<file path="src/csv_pkg.sv">
package csv_pkg;

  localparam int FIELD_COUNT = 9;
  localparam int CNT_W = $clog2(FIELD_COUNT + 1);
  localparam int IDX_W = $clog2(FIELD_COUNT);

  localparam logic [3:0] ST_OK       = 4'd0;
  localparam logic [3:0] ST_EMPTY    = 4'd1;
  localparam logic [3:0] ST_TOO_MANY = 4'd2;
  localparam logic [3:0] ST_NOT_INT  = 4'd3;
  localparam logic [3:0] ST_COUNT    = 4'd4;
  localparam logic [3:0] ST_FACTOR   = 4'd5;
  localparam logic [3:0] ST_MOVE     = 4'd6;
  localparam logic [3:0] ST_HOLD     = 4'd7;
  localparam logic [3:0] ST_SPEED    = 4'd8;
  localparam logic [3:0] ST_ACCEL    = 4'd9;

  localparam logic [2:0] REG_MOVE_MIN  = 3'd0;
  localparam logic [2:0] REG_MOVE_MAX  = 3'd1;
  localparam logic [2:0] REG_HOLD_MAX  = 3'd2;
  localparam logic [2:0] REG_SPEED_MIN = 3'd3;
  localparam logic [2:0] REG_SPEED_MAX = 3'd4;
  localparam logic [2:0] REG_ACCEL_MAX = 3'd5;

  localparam logic KIND_CHAR = 1'b0;
  localparam logic KIND_END  = 1'b1;

  localparam logic [7:0] CH_COMMA = 8'h2C;
  localparam logic [7:0] CH_MINUS = 8'h2D;
  localparam logic [7:0] CH_PLUS  = 8'h2B;
  localparam logic [7:0] CH_ZERO  = 8'h30;
  localparam logic [7:0] CH_NINE  = 8'h39;
  localparam logic [7:0] CH_SPACE = 8'h20;
  localparam logic [7:0] CH_TAB   = 8'h09;
  localparam logic [7:0] CH_CR    = 8'h0D;

  localparam logic [7:0] FACTOR_MAX = 8'd100;

  localparam logic [31:0] SAT_POS = 32'h7FFF_FFFF;
  localparam logic [31:0] SAT_NEG = 32'h8000_0000;

endpackage

</file>
<file path="src/csv_step_record_parser.sv">
// A result word is registered and appears on the master side in the cycle after its end word is taken.
// Throughput: one input word per cycle while no result waits; character words give no result.
// The output register frees as it is taken, so input stalls only while a result waits.
// Reset (rst, synchronous, active high) clears the parse state and the output valid,
// and loads the limit registers with their default values.
module csv_step_record_parser
  import csv_pkg::*;
(
  input  logic         clk,
  input  logic         rst,
  input  logic         s_tvalid,
  output logic         s_tready,
  input  logic [7:0]   s_tdata,   // char_code[7:0]
  input  logic         s_tuser,   // kind
  output logic         m_tvalid,
  input  logic         m_tready,
  // status[3:0], factor_a[11:4], factor_b[19:12], factor_c[27:20], factor_d[35:28],
  // factor_e[43:36], move_ms[59:44], hold_ms[75:60], speed_value[91:76],
  // accel_value[99:92], zero[103:100]
  output logic [103:0] m_tdata,
  input  logic         psel,
  input  logic         penable,
  input  logic         pwrite,
  input  logic [4:0]   paddr,
  input  logic [31:0]  pwdata,
  output logic [31:0]  prdata,
  output logic         pready
);

  typedef enum logic [2:0] {
    PH_LEAD,
    PH_SIGN,
    PH_DIGIT,
    PH_TRAIL,
    PH_BAD
  } phase_t;

  logic [15:0] move_min, move_max, hold_max, speed_min, speed_max;
  logic [7:0]  accel_max;

  phase_t             phase, phase_next;
  logic [CNT_W-1:0]   field_cnt, field_cnt_next;
  logic [31:0]        acc, acc_next;
  logic               neg, neg_next;
  logic [3:0]         first_err, first_err_next;
  logic [15:0]        field_store [FIELD_COUNT];

  logic               accept, is_end;
  logic [7:0]         ch;
  logic               is_digit, is_blank;
  logic [3:0]         digit_val;
  logic [35:0]        acc_mul;
  logic [31:0]        sat_lim;
  logic [15:0]        close_val;
  logic [3:0]         close_err;
  logic               close_store;
  logic               store_we;
  logic [15:0]        eff [FIELD_COUNT];
  logic [3:0]         status;
  logic               factor_bad;
  logic [2:0]         cfg_idx;
  logic               cfg_wr;

  assign pready   = 1'b1;
  assign cfg_idx  = paddr[4:2];
  assign cfg_wr   = psel & penable & pwrite & pready;
  assign s_tready = ~m_tvalid | m_tready;
  assign accept   = s_tvalid & s_tready;
  assign is_end   = (s_tuser == KIND_END);
  assign ch       = s_tdata;

  always_ff @(posedge clk) begin
    if (rst) begin
      move_min  <= 16'd50;
      move_max  <= 16'd10000;
      hold_max  <= 16'd60000;
      speed_min <= 16'd1;
      speed_max <= 16'd1000;
      accel_max <= 8'd255;
    end else if (cfg_wr) begin
      case (cfg_idx)
        REG_MOVE_MIN:  move_min  <= pwdata[15:0];
        REG_MOVE_MAX:  move_max  <= pwdata[15:0];
        REG_HOLD_MAX:  hold_max  <= pwdata[15:0];
        REG_SPEED_MIN: speed_min <= pwdata[15:0];
        REG_SPEED_MAX: speed_max <= pwdata[15:0];
        REG_ACCEL_MAX: accel_max <= pwdata[7:0];
        default: ;
      endcase
    end
  end

  always_comb begin
    case (cfg_idx)
      REG_MOVE_MIN:  prdata = {16'd0, move_min};
      REG_MOVE_MAX:  prdata = {16'd0, move_max};
      REG_HOLD_MAX:  prdata = {16'd0, hold_max};
      REG_SPEED_MIN: prdata = {16'd0, speed_min};
      REG_SPEED_MAX: prdata = {16'd0, speed_max};
      REG_ACCEL_MAX: prdata = {24'd0, accel_max};
      default:       prdata = 32'd0;
    endcase
  end

  assign is_digit  = (ch >= CH_ZERO) && (ch <= CH_NINE);
  assign is_blank  = (ch == CH_SPACE) || ((ch >= CH_TAB) && (ch <= CH_CR));
  assign digit_val = 4'(ch - CH_ZERO);
  assign acc_mul   = ({4'd0, acc} << 3) + ({4'd0, acc} << 1) + {32'd0, digit_val};
  assign sat_lim   = neg ? SAT_NEG : SAT_POS;
  assign close_val = neg ? 16'(16'd0 - acc[15:0]) : acc[15:0];

  // close the current field
  always_comb begin
    close_err   = first_err;
    close_store = 1'b0;
    if (first_err == ST_OK) begin
      if (phase == PH_LEAD) begin
        close_err = ST_EMPTY;
      end else if (field_cnt >= CNT_W'(FIELD_COUNT)) begin
        close_err = ST_TOO_MANY;
      end else if (phase != PH_DIGIT && phase != PH_TRAIL) begin
        close_err = ST_NOT_INT;
      end else begin
        close_store = 1'b1;
      end
    end
  end

  always_comb begin
    phase_next     = phase;
    field_cnt_next = field_cnt;
    acc_next       = acc;
    neg_next       = neg;
    first_err_next = first_err;
    store_we       = 1'b0;
    if (accept) begin
      if (is_end) begin
        phase_next     = PH_LEAD;
        field_cnt_next = '0;
        acc_next       = '0;
        neg_next       = 1'b0;
        first_err_next = ST_OK;
        store_we       = close_store;
      end else if (first_err == ST_OK) begin
        if (ch == CH_COMMA) begin
          first_err_next = close_err;
          store_we       = close_store;
          if (close_store) begin
            field_cnt_next = field_cnt + 1'b1;
          end
          phase_next = PH_LEAD;
          acc_next   = '0;
          neg_next   = 1'b0;
        end else begin
          case (phase)
            PH_LEAD: begin
              if (is_blank) begin
                phase_next = PH_LEAD;
              end else if (ch == CH_MINUS || ch == CH_PLUS) begin
                neg_next   = (ch == CH_MINUS);
                phase_next = PH_SIGN;
              end else if (is_digit) begin
                acc_next   = {28'd0, digit_val};
                phase_next = PH_DIGIT;
              end else begin
                phase_next = PH_BAD;
              end
            end
            PH_SIGN: begin
              if (is_digit) begin
                acc_next   = {28'd0, digit_val};
                phase_next = PH_DIGIT;
              end else begin
                phase_next = PH_BAD;
              end
            end
            PH_DIGIT: begin
              if (is_digit) begin
                acc_next = (acc_mul > {4'd0, sat_lim}) ? sat_lim : acc_mul[31:0];
              end else if (is_blank) begin
                phase_next = PH_TRAIL;
              end else begin
                phase_next = PH_BAD;
              end
            end
            PH_TRAIL: begin
              if (!is_blank) begin
                phase_next = PH_BAD;
              end
            end
            default: phase_next = PH_BAD;
          endcase
        end
      end
    end
  end

  always_ff @(posedge clk) begin
    if (rst) begin
      phase     <= PH_LEAD;
      field_cnt <= '0;
      acc       <= '0;
      neg       <= 1'b0;
      first_err <= ST_OK;
    end else begin
      phase     <= phase_next;
      field_cnt <= field_cnt_next;
      acc       <= acc_next;
      neg       <= neg_next;
      first_err <= first_err_next;
    end
  end

  always_ff @(posedge clk) begin
    if (store_we) begin
      field_store[field_cnt[IDX_W-1:0]] <= close_val;
    end
  end

  // bypass the field closed by the end word
  always_comb begin
    for (int i = 0; i < FIELD_COUNT; i++) begin
      eff[i] = (close_store && field_cnt == CNT_W'(i)) ? close_val : field_store[i];
    end
  end

  always_comb begin
    factor_bad = 1'b0;
    for (int i = 0; i < 5; i++) begin
      if (eff[i][7:0] > FACTOR_MAX) begin
        factor_bad = 1'b1;
      end
    end
  end

  always_comb begin
    if (close_err != ST_OK) begin
      status = close_err;
    end else if (field_cnt != CNT_W'(FIELD_COUNT - 1)) begin
      status = ST_COUNT;
    end else if (factor_bad) begin
      status = ST_FACTOR;
    end else if (eff[5] < move_min || eff[5] > move_max) begin
      status = ST_MOVE;
    end else if (eff[6] > hold_max) begin
      status = ST_HOLD;
    end else if (eff[7] < speed_min || eff[7] > speed_max) begin
      status = ST_SPEED;
    end else if (eff[8][7:0] > accel_max) begin
      status = ST_ACCEL;
    end else begin
      status = ST_OK;
    end
  end

  always_ff @(posedge clk) begin
    if (rst) begin
      m_tvalid <= 1'b0;
    end else if (accept && is_end) begin
      m_tvalid <= 1'b1;
    end else if (m_tready) begin
      m_tvalid <= 1'b0;
    end
  end

  always_ff @(posedge clk) begin
    if (accept && is_end) begin
      m_tdata[3:0]     <= status;
      m_tdata[103:100] <= 4'd0;
      if (status >= ST_EMPTY && status <= ST_COUNT) begin
        m_tdata[99:4] <= '0;
      end else begin
        m_tdata[11:4]  <= eff[0][7:0];
        m_tdata[19:12] <= eff[1][7:0];
        m_tdata[27:20] <= eff[2][7:0];
        m_tdata[35:28] <= eff[3][7:0];
        m_tdata[43:36] <= eff[4][7:0];
        m_tdata[59:44] <= eff[5];
        m_tdata[75:60] <= eff[6];
        m_tdata[91:76] <= eff[7];
        m_tdata[99:92] <= eff[8][7:0];
      end
    end
  end

endmodule
</file>
<file path="config.mk">
export PLATFORM = sky130hd
export DESIGN_NAME = csv_step_record_parser
export DESIGN_NICKNAME = d
export VERILOG_FILES = /design/src/csv_pkg.sv /design/src/csv_step_record_parser.sv
export SDC_FILE = /design/constraint.sdc
export NUM_CORES = 1
export LEC_CHECK = 0
export BUFFER_PORTS_ARGS = -buffer_cell sky130_fd_sc_hd__buf_2
export CAP_MARGIN = 10
export CORE_UTILIZATION = 45
export CTS_CLUSTER_SIZE = 14
export DETAILED_ROUTE_END_ITERATION = 8
export GPL_ROUTABILITY_DRIVEN = 0
export HOLD_SLACK_MARGIN = 0.08
export PLACE_DENSITY = 0.64
export RECOVER_POWER = 50
export SLEW_MARGIN = 20
export SYNTH_ARGS = -nofsm -noshare
export SYNTH_HDL_FRONTEND = slang
export SYNTH_SLANG_ARGS = --single-unit
</file>
<file path="constraint.sdc">
create_clock -name clk -period 13 [get_ports clk]
set_clock_uncertainty 0.05 [all_clocks]
set_input_delay 1.3 -clock clk [delete_from_list [all_inputs] [get_ports clk]]
set_output_delay 1.3 -clock clk [all_outputs]
set_load 0.05 [all_outputs]
</file>
# After elaboration in Yosys (flattened, before gate mapping)
# Memories as Yosys holds them, arrays and structs flattened.
# Cells that the tools add are included.
# totals
regBits	233
ram_bits	144
out_inout_bits	139
wordCells	186
memories	1
# memory_table
name	words	width	read_ports	rd_ports_with_merged_regs	wr	line_no	rtl
field_store	9	16	9	0	1	csv_step_record_parser.sv:46	logic [15:0] field_store [FIELD_COUNT];
# op_classes
add_sub_neg	5
magnitude_cmp	19
n_eq_ne	29
muxes	72
n_bitwise	5
reduce_logical	41
# ops
op	count
$mux 32	9
$pmux 16 s6	1
$pmux 32 s3	1
$mux 4	18
$mux 16	4
$gt 16x16->1	3
$mux 8	6
$gt 8x7->1 const B	5
$add 35x33->36	1
$add 36x4->36	1
$gt 36x32->1	1
$eq 8x6->1 const B	4
$lt 16x16->1	2
$mux 3	9
$mux 1	23
$ne 4x4->1 const B	5
$eq 4x3->1 const B	4
$sub 1x16->16 const A	1
$logic_and 1x1->1	14
$eq 3x2->1 const B	4
$pmux 3 s4	1
$reduce_and 2->1	6
$ne 3x2->1 const B	3
$eq 4x2->1 const B	2
other kinds (29)	43

# Longest topological paths before layout
# logic_depth
depth_word	19
ltp_mapped	23

# Worst setup path after synthesis
# Ideal clock, no wire load.
# synth_path
path_kind	input to register
startpoint	input s_tdata[3]
endpoint	register acc[30]
setup_ns	0.120
t_arrival_ns	5.633
required_ns	12.830
path_slack_ns	7.197
cell_stages	22
n_path_buf	1
path_cell_list	fa_1 inv_1 fa_1 nor2b_1 o31a_1 o21ai_0 a311oi_1 nand2b_1 a21o_1 a21oi_1 xnor2_1 ha_1 a41o_1 a211oi_1 o21ai_0 a22oi_1 a211oi_1 inv_1 o221ai_1 o21a_1 clkbuf_1 a211o_1
# synth_between
elab_chain_cells	9
# synth_rtl
element	line_no	rtl
from (decl)	csv_step_record_parser.sv:13	input logic [7:0] s_tdata,
$sub 4x1->4, or another cell as far along	csv_step_record_parser.sv:107	assign digit_val = 4'(ch - CH_ZERO);
$add 36x4->36 / $logic_and 1x1->1 (equally long branches)	csv_step_record_parser.sv:108, csv_step_record_parser.sv:105	
$gt 36x32->1 / $mux 32 (equally long branches)	-	
$mux 32 (on tied branches) (2 in series)	-	
$pmux 32 s3	csv_step_record_parser.sv:155	case (phase)
$mux 32	csv_step_record_parser.sv:145	if (ch == CH_COMMA) begin
$mux 32	csv_step_record_parser.sv:144	end else if (first_err == ST_OK) begin
$mux 32	csv_step_record_parser.sv:137	if (is_end) begin
to (signal assigned)	csv_step_record_parser.sv:208	acc <= acc_next;
to (decl)	csv_step_record_parser.sv:43	logic [31:0] acc, acc_next;
# Several ways; a longest one is shown, not always the timed one. The select of a mux whose other input is x is not followed.
# A chain may end at the register's enable or synchronous reset.

==> metrics <==
outcome finished with violations; failing checks capacitance limit, slew limit; Clock Power Share 44.5%; DRC viols 0; first-pass GRT wire length 83560 um; final design utilization 51.22%; Max Clk Rate 123.9 MHz; flops & latches, synth 329; I/O pin count 192; top-count cell post-synth nand2_1; Avg WL per Cell 19.46 um; DRT iter0 DRCs 1310; largest net degree at the start of global routing 104; hold_ws 0.4055 ns; Pre-antenna DRT Iters 5; Seq pwr share 47.5%; syn_area_per_cell 9.388 um2; CP Max Fanout 58; synth unique cells 72; synthesized instance count 2058; Gate power share 8.0%; Max IR drop VDD 0.07948 mV; Yosys top cell by area edfxtp_1; # rows 75; die span in y 209.2 um; min cycle time layout 8.073 ns; vias in the first global route 14885; Die X 209.2 um; synth top area cells edfxtp_1, dfxtp_1, ha_1, a21oi_1, nand2_1; number of flops mapped to enable cells by yosys 196; Crit. End Element flip-flop; clock sink total 329; cts hold-fix bufs 0; GRT Residual Overflow 0; # port buffers 152; Switching Fraction 25.77%; Final HPWL DP 38000 um; ys async rst share 0%; endpoints failing setup 0; worst-margin pin slew 5.006 ns; H-tree depth 2; Yosys warnings 0; P_leak 9.073 nW; Min-Delay Path Class reg -> reg; Pint 1.764 mW; Mapped Area 0.01932 mm2; Total Power 2.376 mW; ys flop type edfxtp_1; Fill cells 3874; Tcrit/Tclk final 62.10%; TritonCTS clock tree built; nets@finish 2412; Initial Util 45.85%; Max Slew Vio Count 208; Setup Crit Path Kind reg -> reg; Total Neg Setup Slack 0 ns; layout cell share with drive strength beyond 1 6.682%; detailed-route wire length 53320 um; synth cell count leaders nand2_1, a21oi_1, edfxtp_1; RSZ-0062 raised after global routing false; Final ANT Viol Nets 0; CTS max path bufs 3; antenna violations before repair 0; sequential area share after synthesis 44.25%; post-cts resize count 0; CP required 13.20 ns; Worst-path clk slew 0.06 ns; Tot GR Track Use 24.34%; via count 15721; Area Overhead vs Synth 11.70%; Core Area 0.04213 mm2; Slew HR -233.8%; maxcap violations 3; startpoint type of the worst setup path flip-flop; NetSw 0.6123 mW; root buffer cell clkbuf_16; Via density 5.738; die area 0.04376 mm2; Yosys top cell area share 30.46%; postcts setup bufs 0; CTS buffer count 38; Skew-Pair Late Insertion Delay 0.56 ns; CP arrival 8.28 ns; final hold violation count 0; Cell Pwr Density 110.1 mW/mm2
## flip-flops by register name, indices dropped and copies added, names as in the netlist
register	count
neg	1
field_store	96
accel_max	8
first_err	4
speed_min	16
m_tvalid	1
speed_max	16
move_max	16
hold_max	16
m_tdata	100
phase	3
acc	32
move_min	16
field_cnt	4
## critical path, stage by stage (launching register included)
cell      delay, ns
dfxtp_1        0.31
clkbuf_1       0.82
clkinv_1       0.79
ha_1           0.52
nand2_1        0.11
o21ai_0        0.10
xor2_1         0.69
o21ai_0        0.41
ha_1           0.39
nand2_1        0.05
or4_1          0.57
a21o_1         0.20
o211a_1        0.17
o221a_2        0.37
a31oi_1        0.54
xor2_4         0.85
buf_4          0.59
a21boi_0       0.22
## kinds of logic after synthesis
| group | share of synthesized area [%] |
|---|---|
| mux | 1.930 |
| buf+inv | 5.492 |
| compound gates | 19.85 |
| flops | 44.25 |
| other cells | 0.03887 |
| xor+xnor | 1.988 |
| fa+ha+maj | 12.32 |
| simple gates | 14.14 |
## path summary, 6_finish.rpt
check | startpoint | endpoint | slack, ns | cells past startpoint
worst max-delay path | acc[0] | m_tdata[66] | 4.93 | 17
worst min-delay path | move_max[3] | move_max[3] | 0.41 | 2
worst max register to register | acc[0] | m_tdata[66] | 4.93 | 17
worst min register to register | move_max[3] | move_max[3] | 0.41 | 2
## per-stage QoR
stage                     std cells  cell area [um2]  worst slack (ns)
final                          2740            21580             4.927
after floorplan                2077            19390             7.197
after global routing           2739            21580             4.576
after CTS                      2738            21700             5.977
after detailed placement       2668            20490             5.454
after global placement         2668            20490             5.628
## per-layer routing
| metal | vias to the layer above | wire [um] | track usage (%) |
|---|---|---|---|
| met5 | - | 0 | 0 |
| met4 | 0 | 1488 | 8.038 |
| met3 | 89 | 3282 | 3.772 |
| met2 | 495 | 24540 | 39.28 |
| met1 | 7492 | 24020 | 33.32 |
| li1 | 7645 | - | - |
## placed cells by master (no fill, tap or decap), types with 7 or more instances in the layout
master,count
nand2_1,249
a21oi_1,237
edfxtp_1,196
ha_1,187
nor2_1,153
dfxtp_1,132
inv_1,130
clkbuf_1,117
o21ai_0,111
a211o_1,63
a21boi_0,55
buf_2,49
clkbuf_16,39
nand4_1,33
nand3_1,31
and2_1,31
mux2i_1,25
xor2_1,24
a21o_1,24
conb_1,21
xnor2_1,18
nor3_1,16
nor2b_1,15
a31oi_1,15
buf_4,15
a211oi_1,13
o21a_1,12
o211ai_1,12
nand2b_1,10
clkinv_1,10
o22ai_1,10
nor4_1,9
o221ai_1,8
or3_1,8
and4_1,7
and3_1,7
## power by group through the flow
stage | combinational [mW] | clock [mW] | sequential, mW
finish | 0.190 | 1.06 | 1.13
global route | 0.203 | 1.11 | 1.13
CTS | 0.194 | 1.07 | 1.13
detailed placement | 0.193 | 0 | 1.15
global placement | 0.191 | 0 | 1.15
floorplan | 0.0976 | 0 | 1.20
## area by class of cell
type	count	area [um2]	area share, %
multi-input combinational	1493	9851	45.65
sequential	329	8549	39.62
clock buffer	45	987.2	4.574
timing repair buffer	176	799.5	3.705
tap	539	674.4	3.125
inverter	132	496.7	2.302
clock inverter	25	220.2	1.020
antenna	1	2.502	0.01160
Power figures use the tool's default switching activity.
